File: config.mk
export PLATFORM = sky130hd
export DESIGN_NAME = swipe_gesture_classifier_top
export DESIGN_NICKNAME = d
export VERILOG_FILES = /design/src/hdl/sgc_pkg.sv /design/src/hdl/swipe_gesture_classifier_top.sv
export VERILOG_INCLUDE_DIRS = /design/src /design/src/hdl
export SDC_FILE = /design/constraint.sdc
export NUM_CORES = 1
export LEC_CHECK = 0
export BUFFER_PORTS_ARGS = -buffer_cell sky130_fd_sc_hd__buf_2
export CORE_MARGIN = 2
export CORE_UTILIZATION = 35
export CTS_CLUSTER_DIAMETER = 30
export DETAILED_ROUTE_END_ITERATION = 12
export MAX_ROUTING_LAYER = met4
export PLACE_DENSITY = 0.6
export SLEW_MARGIN = 20
export SYNTH_ARGS = -nofsm -noshare
export SYNTH_HDL_FRONTEND = slang
export SYNTH_SLANG_ARGS = --single-unit
File: constraint.sdc
create_clock -name clk -period 22 [get_ports clk]
set_input_delay 4.4 -clock clk [delete_from_list [all_inputs] [get_ports clk]]
set_output_delay 4.4 -clock clk [all_outputs]
set_load 0.01 [all_outputs]
File: src/hdl/swipe_gesture_classifier_top_macros.svh
// assertion helpers for the swipe gesture classifier
`ifndef SWIPE_GESTURE_CLASSIFIER_TOP_MACROS_SVH
`define SWIPE_GESTURE_CLASSIFIER_TOP_MACROS_SVH

// same-cycle implication, checked out of reset
`define SGC_ASSERT_NOW(lbl, ante, cons, msg) \
    lbl: assert property (@(posedge clk) disable iff (!rst_n) (ante) |-> (cons)) \
        else $error(msg);

// next-cycle implication, checked out of reset
`define SGC_ASSERT_NEXT(lbl, ante, cons, msg) \
    lbl: assert property (@(posedge clk) disable iff (!rst_n) (ante) |=> (cons)) \
        else $error(msg);

`endif

File: src/hdl/sgc_pkg.sv
package sgc_pkg;

    // coordinate, timestamp and register widths
    localparam int COORD_W   = 12;
    localparam int TIME_W    = 32;
    localparam int TIMEOUT_W = 16;
    localparam int SPAN_W    = 13;
    localparam int CFG_IDX_W = 2;
    localparam int CFG_DAT_W = 16;
    localparam int NUM_DIRS  = 8;
    localparam int DIR_IDX_W = 3;

    // register reset values
    localparam logic [TIMEOUT_W-1:0] GAP_TIMEOUT_RST = 16'd800;
    localparam logic [SPAN_W-1:0]    MIN_GESTURE_RST = 13'd30;
    localparam logic [SPAN_W-1:0]    MIN_STEP_RST    = 13'd3;

    // default saturation limit for the point and direction counters
    localparam int MAX_POINTS_DEF = 1023;

    // register indexes
    localparam logic [CFG_IDX_W-1:0] REG_GAP_TIMEOUT = 2'd0;
    localparam logic [CFG_IDX_W-1:0] REG_MIN_GESTURE = 2'd1;
    localparam logic [CFG_IDX_W-1:0] REG_MIN_STEP    = 2'd2;

    // direction codes as reported on the gesture port
    typedef enum logic [3:0] {
        DIR_NONE       = 4'd0,
        DIR_RIGHT      = 4'd1,
        DIR_LEFT       = 4'd2,
        DIR_UP         = 4'd3,
        DIR_DOWN       = 4'd4,
        DIR_DOWN_LEFT  = 4'd5,
        DIR_DOWN_RIGHT = 4'd6,
        DIR_UP_LEFT    = 4'd7,
        DIR_UP_RIGHT   = 4'd8
    } dir_t;

    // direction of the move from (sx,sy) to (ex,ey), none if the span is too short
    // the thirds are compared as a < b/3  <=>  b > 3a + 2
    function automatic dir_t direction_of(
        input logic [COORD_W-1:0] sx,
        input logic [COORD_W-1:0] sy,
        input logic [COORD_W-1:0] ex,
        input logic [COORD_W-1:0] ey,
        input logic [SPAN_W-1:0]  limit
    );
        logic [COORD_W-1:0] ax;
        logic [COORD_W-1:0] ay;
        logic [SPAN_W-1:0]  span;
        logic [COORD_W+1:0] ax3p;
        logic [COORD_W+1:0] ay3p;
        logic               xneg;
        logic               xpos;
        logic               ypos;
        dir_t               d;
        xneg = ex < sx;
        xpos = ex > sx;
        ypos = ey > sy;
        ax   = xneg ? (sx - ex) : (ex - sx);
        ay   = (ey < sy) ? (sy - ey) : (ey - sy);
        span = {1'b0, ax} + {1'b0, ay};
        ax3p = {2'b00, ax} + {1'b0, ax, 1'b0} + (COORD_W+2)'(2);
        ay3p = {2'b00, ay} + {1'b0, ay, 1'b0} + (COORD_W+2)'(2);
        priority if (span <= limit)
            d = DIR_NONE;
        else if ({2'b00, ax} > ay3p)
            d = xpos ? DIR_RIGHT : DIR_LEFT;
        else if ({2'b00, ay} > ax3p)
            d = ypos ? DIR_DOWN : DIR_UP;
        else if (xneg)
            d = ypos ? DIR_DOWN_LEFT : DIR_UP_LEFT;
        else
            d = ypos ? DIR_DOWN_RIGHT : DIR_UP_RIGHT;
        return d;
    endfunction

endpackage

File: src/hdl/swipe_gesture_classifier_top.sv
// Swipe gesture classifier. Each touch point (touch_x, touch_y, time_ms) gives exactly one
// gesture code: 0 while no swipe is recognized, else 1..8 for right, left, up, down,
// down-left, down-right, up-left, up-right. A gap above gap_timeout_ms drops the gesture in
// progress; once the span from the first to the latest point exceeds min_gesture_span the
// overall direction is reported if more than a third of the points stepped that way, and the
// gesture restarts either way. The block takes one point per clock unless the output stalls:
// a point is held in the input register, the gesture state is updated as it moves on, and
// its code is registered in the result register; a stalled output holds one point in each
// of the two registers. Registers are written through cfg_write/cfg_index/cfg_data; index 3
// is ignored. The user must write only while no point is in flight; the block does not check.
`include "swipe_gesture_classifier_top_macros.svh"

module swipe_gesture_classifier_top #(
    parameter int MAX_POINTS = sgc_pkg::MAX_POINTS_DEF
) (
    input  logic                                clk,
    input  logic                                rst_n,
    input  logic                                cfg_write,
    input  logic [sgc_pkg::CFG_IDX_W-1:0]       cfg_index,
    input  logic [sgc_pkg::CFG_DAT_W-1:0]       cfg_data,
    input  logic                                in_valid,
    output logic                                in_ready,
    input  logic [sgc_pkg::COORD_W-1:0]         touch_x,
    input  logic [sgc_pkg::COORD_W-1:0]         touch_y,
    input  logic [sgc_pkg::TIME_W-1:0]          time_ms,
    output logic                                out_valid,
    input  logic                                out_ready,
    output logic [3:0]                          gesture
);

    localparam int CNT_W = $clog2(MAX_POINTS + 1);
    localparam logic [CNT_W-1:0] CNT_MAX = CNT_W'(MAX_POINTS);

    // configuration registers
    logic [sgc_pkg::TIMEOUT_W-1:0] gap_timeout_reg;
    logic [sgc_pkg::SPAN_W-1:0]    min_gesture_reg;
    logic [sgc_pkg::SPAN_W-1:0]    min_step_reg;

    // input register
    logic                          in_vld_reg;
    logic [sgc_pkg::COORD_W-1:0]   x_reg;
    logic [sgc_pkg::COORD_W-1:0]   y_reg;
    logic [sgc_pkg::TIME_W-1:0]    t_reg;

    // gesture state
    logic [sgc_pkg::TIME_W-1:0]    last_time_reg;
    logic [CNT_W-1:0]              point_count_reg;
    logic [sgc_pkg::COORD_W-1:0]   first_x_reg;
    logic [sgc_pkg::COORD_W-1:0]   first_y_reg;
    logic [sgc_pkg::COORD_W-1:0]   prev_x_reg;
    logic [sgc_pkg::COORD_W-1:0]   prev_y_reg;
    logic [CNT_W-1:0]              dir_count_reg [sgc_pkg::NUM_DIRS];

    // result register
    logic                          res_vld_reg;
    sgc_pkg::dir_t                 gesture_reg;

    // next values
    logic [CNT_W-1:0]              point_count_next;
    logic [sgc_pkg::COORD_W-1:0]   first_x_next;
    logic [sgc_pkg::COORD_W-1:0]   first_y_next;
    logic [CNT_W-1:0]              dir_count_next [sgc_pkg::NUM_DIRS];
    sgc_pkg::dir_t                 gesture_next;

    logic                          advance;
    logic                          in_take;
    logic                          do_step;
    logic [sgc_pkg::TIME_W-1:0]    gap;
    logic                          timed_out;
    logic [CNT_W-1:0]              pc_eff;
    logic                          is_first;
    logic [CNT_W-1:0]              pc_upd;
    sgc_pkg::dir_t                 step_dir;
    sgc_pkg::dir_t                 span_dir;
    logic [3:0]                    step_dm1;
    logic [3:0]                    span_dm1;
    logic [CNT_W-1:0]              cnt_upd [sgc_pkg::NUM_DIRS];
    logic [CNT_W-1:0]              sel_cnt;
    logic [CNT_W+1:0]              sel_cnt3;
    logic                          fire;

    // handshake: the input register moves whenever the result register can take its output
    assign advance   = !res_vld_reg || out_ready;
    assign in_ready  = !in_vld_reg || advance;
    assign in_take   = in_valid && in_ready;
    assign do_step   = in_vld_reg && advance;
    assign out_valid = res_vld_reg;
    assign gesture   = gesture_reg;

    // timeout check, gap taken modulo 2^32
    assign gap       = t_reg - last_time_reg;
    assign timed_out = gap > {{(sgc_pkg::TIME_W - sgc_pkg::TIMEOUT_W){1'b0}}, gap_timeout_reg};
    assign pc_eff    = timed_out ? '0 : point_count_reg;
    assign is_first  = (pc_eff == '0);
    assign pc_upd    = (pc_eff < CNT_MAX) ? (pc_eff + CNT_W'(1)) : pc_eff;

    // step direction from the previous point
    assign step_dir = sgc_pkg::direction_of(prev_x_reg, prev_y_reg, x_reg, y_reg, min_step_reg);
    assign step_dm1 = step_dir - 4'd1;

    // first point of the gesture, new point if the gesture is empty
    assign first_x_next = is_first ? x_reg : first_x_reg;
    assign first_y_next = is_first ? y_reg : first_y_reg;

    // per-direction step counters, cleared on timeout and saturating
    always_comb
    begin
        for (int i = 0; i < sgc_pkg::NUM_DIRS; i++)
        begin
            cnt_upd[i] = timed_out ? '0 : dir_count_reg[i];
            if (!is_first && step_dir != sgc_pkg::DIR_NONE
                && step_dm1[sgc_pkg::DIR_IDX_W-1:0] == sgc_pkg::DIR_IDX_W'(i)
                && cnt_upd[i] < CNT_MAX)
            begin
                cnt_upd[i] = cnt_upd[i] + CNT_W'(1);
            end
        end
    end

    // overall direction and the one-third vote: cnt > pc/3  <=>  3*cnt > pc
    assign span_dir = sgc_pkg::direction_of(first_x_next, first_y_next, x_reg, y_reg,
                                            min_gesture_reg);
    assign span_dm1 = span_dir - 4'd1;
    assign sel_cnt  = cnt_upd[span_dm1[sgc_pkg::DIR_IDX_W-1:0]];
    assign sel_cnt3 = {2'b00, sel_cnt} + {1'b0, sel_cnt, 1'b0};
    assign fire     = (pc_upd >= CNT_W'(2)) && (span_dir != sgc_pkg::DIR_NONE);

    always_comb
    begin
        gesture_next     = sgc_pkg::DIR_NONE;
        point_count_next = pc_upd;
        for (int i = 0; i < sgc_pkg::NUM_DIRS; i++)
        begin
            dir_count_next[i] = cnt_upd[i];
        end
        if (fire)
        begin
            if (sel_cnt3 > {2'b00, pc_upd})
            begin
                gesture_next = span_dir;
            end
            point_count_next = '0;
            for (int i = 0; i < sgc_pkg::NUM_DIRS; i++)
            begin
                dir_count_next[i] = '0;
            end
        end
    end

    // configuration registers
    always_ff @(posedge clk or negedge rst_n)
    begin
        if (!rst_n)
        begin
            gap_timeout_reg <= sgc_pkg::GAP_TIMEOUT_RST;
            min_gesture_reg <= sgc_pkg::MIN_GESTURE_RST;
            min_step_reg    <= sgc_pkg::MIN_STEP_RST;
        end
        else if (cfg_write)
        begin
            unique case (cfg_index)
                sgc_pkg::REG_GAP_TIMEOUT: gap_timeout_reg <= cfg_data;
                sgc_pkg::REG_MIN_GESTURE: min_gesture_reg <= cfg_data[sgc_pkg::SPAN_W-1:0];
                sgc_pkg::REG_MIN_STEP:    min_step_reg    <= cfg_data[sgc_pkg::SPAN_W-1:0];
                default: ;
            endcase
        end
    end

    // valid flags
    always_ff @(posedge clk or negedge rst_n)
    begin
        if (!rst_n)
        begin
            in_vld_reg  <= 1'b0;
            res_vld_reg <= 1'b0;
        end
        else
        begin
            if (in_take)
                in_vld_reg <= 1'b1;
            else if (advance)
                in_vld_reg <= 1'b0;
            if (advance)
                res_vld_reg <= in_vld_reg;
        end
    end

    // input and result payload
    always_ff @(posedge clk)
    begin
        if (in_take)
        begin
            x_reg <= touch_x;
            y_reg <= touch_y;
            t_reg <= time_ms;
        end
        if (do_step)
            gesture_reg <= gesture_next;
    end

    // gesture state
    always_ff @(posedge clk or negedge rst_n)
    begin
        if (!rst_n)
        begin
            last_time_reg   <= '0;
            point_count_reg <= '0;
            first_x_reg     <= '0;
            first_y_reg     <= '0;
            prev_x_reg      <= '0;
            prev_y_reg      <= '0;
            for (int i = 0; i < sgc_pkg::NUM_DIRS; i++)
            begin
                dir_count_reg[i] <= '0;
            end
        end
        else if (do_step)
        begin
            last_time_reg   <= t_reg;
            point_count_reg <= point_count_next;
            first_x_reg     <= first_x_next;
            first_y_reg     <= first_y_next;
            prev_x_reg      <= x_reg;
            prev_y_reg      <= y_reg;
            for (int i = 0; i < sgc_pkg::NUM_DIRS; i++)
            begin
                dir_count_reg[i] <= dir_count_next[i];
            end
        end
    end

    // checks
    `SGC_ASSERT_NOW(a_count_bound, 1'b1, point_count_reg <= CNT_MAX, "point count over limit")
    `SGC_ASSERT_NOW(a_stall_full, !in_ready, in_vld_reg && res_vld_reg, "stall with room left")
    `SGC_ASSERT_NEXT(a_report_clears, do_step && gesture_next != sgc_pkg::DIR_NONE,
        point_count_reg == '0 && gesture_reg == $past(gesture_next), "report did not clear")
    `SGC_ASSERT_NEXT(a_step_to_result, do_step, res_vld_reg, "stepped transaction lost")

endmodule

==> out/qor.yml, run 1 <==
status: "completed"
synth_common_cells: "ha_1, nand2_1, o21ai_0, inv_1, a21oi_1"
maxCapViolations: 0
yosysMostFrequentCell: "ha_1"
met2_usage_pct: 30.28
drt-initial-drc-count: 1560
gr-usage-met3_pct: 3.430
cts_setup_buffers: 0
max_freq_mhz: 53.38
max_stage_delay_ns: 0.98
avgSynthCellArea_um2: 8.518
critPathKind: "reg2reg"
port_buffers: 84
rr_worst_depth: 72
worst_ep_arrival_time_ns: 19.07
root_buffer: "clkbuf_16"
syn_nets: 3467
rsz0062_at_grt: "false"
slew_violations: 0
die_y_um: 275.0
worst_slew_pin_slew_ns: 1.015
synthXorXnorAreaFrac_pct: 6.695
startpoint_type: "flip-flop"
via_count: 21960
initial_core_util_pct: 35.28
min_period_ns: 18.73
top_usage_layer: "met2"
crit_slowest_cell: "ha_1"
cts_tree: "yes"
rows: 99
ys_seq_elements: 274
p_total_uw: 5401
cts_max_level: 3
end_kind: "flip-flop"
hold_start: "first_x_reg[8]"
dieArea_um2: 75610
num-fill-cells: 7278
antenna_found_initial: 2
power_density_nw_per_um2: 181.9
diodes: 0
synth_fa_ha_area_share_pct: 18.50
place_hpwl_um: 53710
ys_seq_area_share_pct: 27.89
wire_per_inst_um: 17.62
yosysWarnings: 0
yosysTopAreaCellShare_pct: 19.96
numCtsBuffers: 74
drc_errors: 0
area_growth_pct: 15.56
synth_top_family_by_area: "compound AO/OA/AOI/OAI gates"
synth_area_leaders: "dfrtp_1, ha_1, edfxtp_1"
ys_async_sr_fraction_pct: 78.10
path_clk_slew_ns: 0.04
wirelength_um: 72060
synth_area_um2: 25700
skew_ns: 0.03215
vias_per_cell: 5.371
synth_top_cell_by_area: "dfrtp_1"
relSlewSlack_pct: 32.07
grt_usage_pct: 19.75
gp_congestion: 0.9146
use_met1_pct: 26.66
ir_drop_mv: 0.1920
drive_gt1_share_pct: 10.42
clk_latency_ns: 0.62
finalHoldViolations: 0
synth_ff_type: "dfrtp_1"
min_period_over_period_pct: 85.15
synth_edf_count: 60
final_cells: 4089
synthSimpleGateAreaFrac_pct: 16.91
clkSinkCount: 274
hold_depth: 2
clock_path_buffers: 3
synth-compound-area-share_pct: 20.41
setup_viol: 0
largest_reg_flops: 80
critPathRequiredTime_ns: 22.34
p_leak_uw: 0.01357
tns_ns: 0
grt_pass1_wl_um: 116200
cp_max_fo: 50
nets: 3519
firstDrtPassIters: 7
netlist_instances: 3017
grt_pass1_vias: 21230
final_antenna_net_count: 0
yosysUniqueCellTypes: 99
cp_common_cell: "ha_1"
hold_buffers: 0
io_pins: 85
core_um2: 72830
fin_util_pct: 40.77
overflow: 0
reg2reg_slack_ns: 3.27
rr_endpoint: "gesture[0]"
r2r_start: "last_time_reg[0]"
ctsResizeCount: 0
grt_max_degree: 95
worstHoldEndpoint: "first_x_reg[8]"
place_inst: 3952
die_w_um: 275.0
synthMuxAreaShare_pct: 3.905
min_path_type: "reg2reg"
==> through the flow <==
stage          hold WS (ns)  worst slack [ns]  area [µm²]
2_1_floorplan        0.4496             4.910       25700
3_3_place_gp         0.4630             4.047       26980
3_5_place_dp         0.4704             3.471       26980
4_1_cts              0.4795             3.381       29700
5_1_grt              0.5042             1.846       29700
6_report             0.4789             3.268       29700
==> routing by layer <==
| layer | part of all wire [%] | wire [µm] |
|---|---|---|
| met1 | 48 | 34370 |
| met2 | 44 | 31850 |
| met3 | 5.7 | 4133 |
| met4 | 2.4 | 1701 |
| met5 | 0 | 0 |
==> power by group <==
group	internal (µW)	total [µW]	switching, µW
Clock	810	1170	361
Sequential	571	597	25.9
Combinational	1490	3630	2140
Total	2870	5400	2530
==> critical path: cells and delay by family, from the launching register on <==
kind	cells	cell delay, ns
adder cells (fa/ha/maj)	13	4.71
AO/OA/AOI/OAI	28	6.30
XOR/XNOR	4	0.72
buffers and inverters	5	1.63
multiplexers	2	0.58
AND/OR/NAND/NOR	20	4.08
flip-flops	1	0.38
==> cells by family (layout without fill, tap and decap cells) <==
group           count (synthesis)  count (layout)
fa+ha+maj                     371             371
compound gates                824             824
simple gates                  889             889
flops                         274             274
xor+xnor                      194             194
buf+inv                       378             491
mux                            87              87
==> area by class of cell <==
cell class / count / area, µm² / area share (%)
clock inverters: 50 / 747.0 / 2.515
inverters: 252 / 948.4 / 3.194
flip-flops and latches: 274 / 7168 / 24.14
multi-input cells: 2365 / 17100 / 57.56
repair buffers: 102 / 565.5 / 1.904
clock buffers: 87 / 1973 / 6.644
well taps: 959 / 1200 / 4.040
==> cells in the final DEF (no fill, tap or decap), types with 16 or more instances in the layout <==
master,count
a211oi_1,20
a21o_1,72
a21oi_1,208
and2_1,25
and3_1,52
and4_1,16
buf_2,83
buf_4,18
clkbuf_16,76
dfrtp_1,205
edfxtp_1,60
ha_1,356
inv_1,248
mux2_2,41
mux2i_1,38
nand2_1,338
nand2b_1,42
nand3_1,66
nand4_1,61
nor2_1,147
nor2b_1,40
nor3_1,34
o211ai_1,20
o21a_1,22
o21ai_0,251
o21bai_1,28
o31ai_1,58
xnor2_1,115
xor2_1,77
==> worst max-delay path by stage <==
stage,startpoint,to,slack [ns],depth (start not counted)
6_report,last_time_reg[0],gesture[0],3.27,72
5_1_grt,t_reg[0],gesture[0],1.85,74
4_1_cts,last_time_reg[0],gesture[2],3.38,72
3_5_place_dp,last_time_reg[0],gesture[0],3.47,72
3_3_place_gp,t_reg[0],gesture[3],4.05,69
2_1_floorplan,last_time_reg[0],gesture[0],4.91,84
No activity file was read; power rests on OpenSTA's default activity.
==> run 2: changes to the inputs <==
--- a/config.mk
+++ b/config.mk
@@ -13,6 +13,7 @@
 export DETAILED_ROUTE_END_ITERATION = 12
 export MAX_ROUTING_LAYER = met4
 export PLACE_DENSITY = 0.6
+export REMOVE_ABC_BUFFERS = 1
 export SLEW_MARGIN = 20
 export SYNTH_ARGS = -nofsm -noshare
 export SYNTH_HDL_FRONTEND = slang
==> out/qor.yml, run 2 (synthesis results as in run 1) <==
grt_max_degree: 113  # +19%
grt_pass1_vias: 21550  # +1.5%
rsz0062_at_grt: "false"
p_leak_uw: 0.01358  # about the same
worst_slew_pin_slew_ns: 1.027  # +0.01208 ns
via_count: 22090  # +0.59%
ir_drop_mv: 0.2473  # +29%
grt_pass1_wl_um: 117000  # +0.68%
nets: 3528  # +0.26%
antenna_found_initial: 1  # -1
hold_buffers: 0  # unchanged
cp_common_cell: "ha_1"
cts_max_level: 3  # unchanged
min_period_over_period_pct: 83.84  # -1.3 points
core_um2: 72830  # unchanged
relSlewSlack_pct: 31.52  # -0.56 points
wirelength_um: 72170  # +0.15%
power_density_nw_per_um2: 181.6  # -0.15%
worst_ep_arrival_time_ns: 18.79  # -0.28 ns
crit_start: "last_time_reg[0]"
drive_gt1_share_pct: 10.56  # +0.14 points
min_period_ns: 18.45  # -0.2864 ns
ctsResizeCount: 0  # unchanged
place_hpwl_um: 53720  # about the same
io_pins: 85  # unchanged
fin_area_um2: 29690  # about the same
max_freq_mhz: 54.21  # +1.6%
hold_depth: 2  # unchanged
max_stage_delay_ns: 0.99  # about the same
cts_tree: "yes"
clock_path_buffers: 3  # unchanged
hold_start: "first_x_reg[11]"
vias_per_cell: 5.384  # +0.25%
area_growth_pct: 15.55  # about the same
diodes: 0  # unchanged
overflow: 0  # unchanged
tns_ns: 0  # unchanged
grt_usage_pct: 19.89  # +0.14 points
initial_core_util_pct: 35.28  # unchanged
layout_common_cells: "ha_1, nand2_1, o21ai_0, inv_1, a21oi_1"
clk_latency_ns: 0.62  # about the same
slew_violations: 0  # unchanged
crit_slowest_cell: "ha_1"
finalHoldViolations: 0  # unchanged
startpoint_type: "flip-flop"
numCtsBuffers: 79  # +6.8%
critPathRequiredTime_ns: 22.34  # about the same
r2r_start: "last_time_reg[0]"
path_clk_slew_ns: 0.05  # about the same
drt-initial-drc-count: 1547  # -0.83%
setup_viol: 0  # unchanged
root_buffer: "clkbuf_16"
placed_cell_area_um2: 27020  # +0.14%
drc_errors: 0  # unchanged
final_antenna_net_count: 0  # unchanged
firstDrtPassIters: 5  # -2
dieArea_um2: 75610  # unchanged
cp_max_fo: 50  # unchanged
die_y_um: 275.0  # unchanged
largest_reg_flops: 80  # unchanged
die_w_um: 275.0  # unchanged
gp_congestion: 0.9354  # +2.3%
end_kind: "flip-flop"
hold_slack_ns: 0.4783  # -0.0005540 ns
critPathKind: "reg2reg"
status: "completed"
wire_per_inst_um: 17.59  # -0.19%
skew_ns: 0.03818  # +0.006031 ns
rows: 99  # unchanged
min_path_type: "reg2reg"
final_common_cell: "ha_1"
rr_worst_depth: 73  # +1.4%
maxCapViolations: 0  # unchanged
port_buffers: 84  # unchanged
cts_setup_buffers: 0  # unchanged
clkSinkCount: 274  # unchanged
reg2reg_slack_ns: 3.55  # +0.29 ns
==> run 2: cell count changes in the layout (fill, tap and decap cells not counted), moves of 3 or more <==
cell	before	now
clkbuf_1	8	21
bufinv_16	14	7
clkinv_4	8	3
inv_6	1	6
buf_4	18	22
clkbuf_8	3	7
clkinv_1	5	1
clkbuf_16	76	79
==> run 2: worst paths after layout <==
path                               endpoint
hold / removal              first_x_reg[11]
hold reg to reg             first_x_reg[11]
setup reg to reg                 gesture[3]
setup / recovery                 gesture[3]
min in group asynchronous    first_y_reg[6]
max in group asynchronous  dir_count_reg[4]
==> run 2: layout make-up <==
type	instances	area (µm²)
Tap cell	959	1200
Inverter	252	948.4
Fill cell	7319	43140
Clock buffer	107	2152
Timing Repair Buffer	106	595.6
Clock inverter	40	526.8
Multi-Input combinational cell	2365	17100
Sequential cell	274	7168
==> run 2: worst max-delay path: cells and delay by family (launching register included) <==
family / cells / cell delay [ns]
adders and majority gates: 13 / 4.71
AOI/OAI and AO/OA: 28 / 5.70
DFF: 1 / 0.38
muxes: 2 / 0.65
and+or+nand+nor: 20 / 4.03
xor gates and xnor gates: 4 / 0.61
buffers and inverters: 6 / 2.02
==> run 2: layer usage <==
metal  global-route usage [%]  wire length (µm)  up-vias
met5                        -                 0        -
met4                    6.060              1929        0
met3                    2.610              3451      124
met2                    31.66             32820      565
met1                    26.23             33960    10450
li1                         -                 -    10960
==> run 2: per-stage QoR <==
step	setup WS (ns)	power [µW]	utilization, %	std cells
6_report	3.554	5392	40.77	4103
5_1_grt	1.905	5908	40.77	4103
4_1_cts	3.691	5396	40.77	4103
3_5_place_dp	3.734	4218	37.09	3956
3_3_place_gp	4.196	4197	37.09	3956
2_1_floorplan	3.237	3323	-	2891
==> run 2: report_power, final <==
group	internal [µW]	switching [µW]	leakage [µW]	total [µW]
Combinational	1490	2170	0.00898	3660
Sequential	571	26.5	0.00332	598
Clock	771	358	0.00128	1130
Total	2840	2550	0.0136	5390
==> run 3: changes to the inputs <==
==> constraint.sdc (replaced) <==
create_clock -name clk -period 18 [get_ports clk]
set_input_delay 3.6 -clock clk [delete_from_list [all_inputs] [get_ports clk]]
set_output_delay 3.6 -clock clk [all_outputs]
set_load 0.01 [all_outputs]
==> out/qor.yml, run 3 (synthesis results as in run 1) <==
path_clk_slew_ns: 0.04  # about the same
status: "completed"
via_count: 22010  # -0.36%
ir_drop_mv: 0.2568  # +3.9%
rows: 99  # unchanged
initial_core_util_pct: 35.28  # unchanged
grt_usage_pct: 19.80  # -0.091 points
swShare_pct: 47.99  # +0.61 points
p_int_uw: 3449  # +22%
firstDrtPassIters: 6  # +1
power_density_nw_per_um2: 223.9  # +23%
finalHoldViolations: 0  # unchanged
maxCapViolations: 0  # unchanged
final_antenna_net_count: 0  # unchanged
max_stage_delay_ns: 0.50  # -0.49 ns
largest_reg_flops: 80  # unchanged
diodes: 0  # unchanged
grt_pass1_vias: 21250  # -1.4%
combinationalPowerShare_pct: 69.2  # +1.2 points
die_y_um: 275.0  # unchanged
startpoint_type: "flip-flop"
drive_gt1_share_pct: 11.02  # +0.46 points
core_um2: 72830  # unchanged
io_pins: 85  # unchanged
placed_cell_area_um2: 27020  # unchanged
final_common_cell: "ha_1"
critPathKind: "reg2reg"
drc_errors: 0  # unchanged
dieArea_um2: 75610  # unchanged
overflow: 0  # unchanged
rsz0062_at_grt: "false"
wire_per_inst_um: 17.67  # +0.45%
cts_tree: "yes"
regArea_um2: 7168  # unchanged
vias_per_cell: 5.381  # about the same
crit_slowest_cell: "fa_1"
area_growth_pct: 15.21
grt_pass1_wl_um: 116300  # -0.55%
multi_input_area_um2: 17180  # +0.45%
setup_viol: 0  # unchanged
skew_ns: 0.03541  # -0.002768 ns
cp_max_fo: 40  # -20%
drt-initial-drc-count: 1649  # +6.6%
switchingPower_uw: 3182  # +25%
hold_slack_ns: 0.4783  # +0.000005000 ns
wirelength_um: 72280  # +0.15%
antenna_found_initial: 0  # -1
cts_max_level: 3  # unchanged
grt_max_degree: 113  # unchanged
min_period_over_period_pct: 92.56  # +8.7 points
nets: 3523  # -0.14%
share_seq_of_total_power_pct: 11.0  # about the same
min_period_ns: 16.66  # -1.785 ns
cts_setup_buffers: 0  # unchanged
relSlewSlack_pct: 27.40  # -4.1 points
hold_buffers: 0  # unchanged
num-fill-cells: 7224  # -1.3%
clock_path_buffers: 3  # unchanged
min_path_type: "reg2reg"
clkSinkCount: 274  # unchanged
worst_ep_arrival_time_ns: 17.01  # -1.78 ns
slew_violations: 0  # unchanged
p_clk_share_pct: 19.8  # -1.2 points
critPathRequiredTime_ns: 18.35  # -3.99 ns
root_buffer: "clkbuf_16"
worst_slew_pin_slew_ns: 1.089  # +0.06168 ns
layout_common_cells: "ha_1, nand2_1, o21ai_0, inv_1, a21oi_1"
place_hpwl_um: 54300  # +1.1%
gp_congestion: 0.9254  # -1.1%
numCtsBuffers: 74  # -6.3%
p_leak_uw: 0.01355  # -0.27%
max_freq_mhz: 60.02  # +11%
port_buffers: 84  # unchanged
fin_area_um2: 29610  # -0.29%
end_kind: "flip-flop"
clk_latency_ns: 0.63  # about the same
die_w_um: 275.0  # unchanged
run 3: changes by cell type in the layout (fill, tap and decap cells not counted), sizes merged:
| cell | before | now |
|---|---|---|
| bufinv | 7 | 4 |
| clkbuf | 107 | 90 |
| clkinv | 19 | 23 |
| clkinvlp | 7 | 9 |
| inv | 259 | 261 |
run 3: cell type report:
class                           count  share of cell area (%)
Inverter                          252                   3.203
Sequential cell                   274                   24.21
Tap cell                          959                   4.053
Timing Repair Buffer              106                   2.037
Clock buffer                       90                   6.871
Clock inverter                     45                   1.602
Multi-Input combinational cell   2365                   58.02
run 3: power by group through the flow:
| stage | registers [µW] | clock network (µW) | logic (µW) |
|---|---|---|---|
| 2_1_floorplan | 728 | 0 | 3330 |
| 3_3_place_gp | 738 | 0 | 4430 |
| 3_5_place_dp | 738 | 0 | 4420 |
| 4_1_cts | 730 | 1330 | 4460 |
| 5_1_grt | 736 | 1370 | 5150 |
| 6_report | 730 | 1310 | 4590 |
run 3: what timing repair did:
| action | in CTS | in global routing |
|---|---|---|
| hold endpoints to repair | 0 | 0 |
| gates resized for setup | 0 | 14 |
| endpoints found under the setup margin | 0 | 4 |
run 3: path summary, 6_finish.rpt:
| check | start | endpoint | slack [ns] | cells past startpoint |
|---|---|---|---|---|
| worst max-delay path | t_reg[0] | gesture[2] | 1.34 | 77 |
| worst min-delay path | first_x_reg[0] | first_x_reg[0] | 0.48 | 2 |
| worst max register to register | t_reg[0] | gesture[2] | 1.34 | 77 |
| worst min register to register | first_x_reg[0] | first_x_reg[0] | 0.48 | 2 |
| max in group asynchronous | rst_n | dir_count_reg[45] | 12.77 | 3 |
| min in group asynchronous | rst_n | prev_y_reg[4] | 2.98 | 1 |
run 3: critical path, delay by kind of cell (launching register included):
family                     cells  cell delay, ns
buffers and inverters          8            1.31
and+or+nand+nor               22            4.16
adders and majority gates     12            3.77
DFF                            1            0.32
AOI/OAI and AO/OA             29            5.70
muxes                          1            0.24
xor gates and xnor gates       5            0.80
run 3: metrics by stage:
stage | instances | setup slack (ns) | util (%) | setup TNS, ns | total power [µW]
2_1_floorplan | 2891 | -0.7625 | - | -3.050 | 4061
4_1_cts | 4091 | 0.4153 | 40.54 | 0 | 6524
6_report | 4091 | 1.340 | 40.65 | 0 | 6630
5_1_grt | 4091 | 0.01134 | 40.65 | 0 | 7254
3_5_place_dp | 3956 | 0.4764 | 37.09 | 0 | 5161
3_3_place_gp | 3956 | 0.8671 | 37.09 | 0 | 5167
run 3: per-layer routing:
metal | global-route usage [%] | wire [µm] | up-vias
met3 | 2.662 | 3437 | 133
met5 | - | 0 | -
met2 | 30.79 | 32390 | 541
met4 | 6.302 | 1987 | 0
li1 | - | - | 10930
met1 | 26.56 | 34470 | 10410
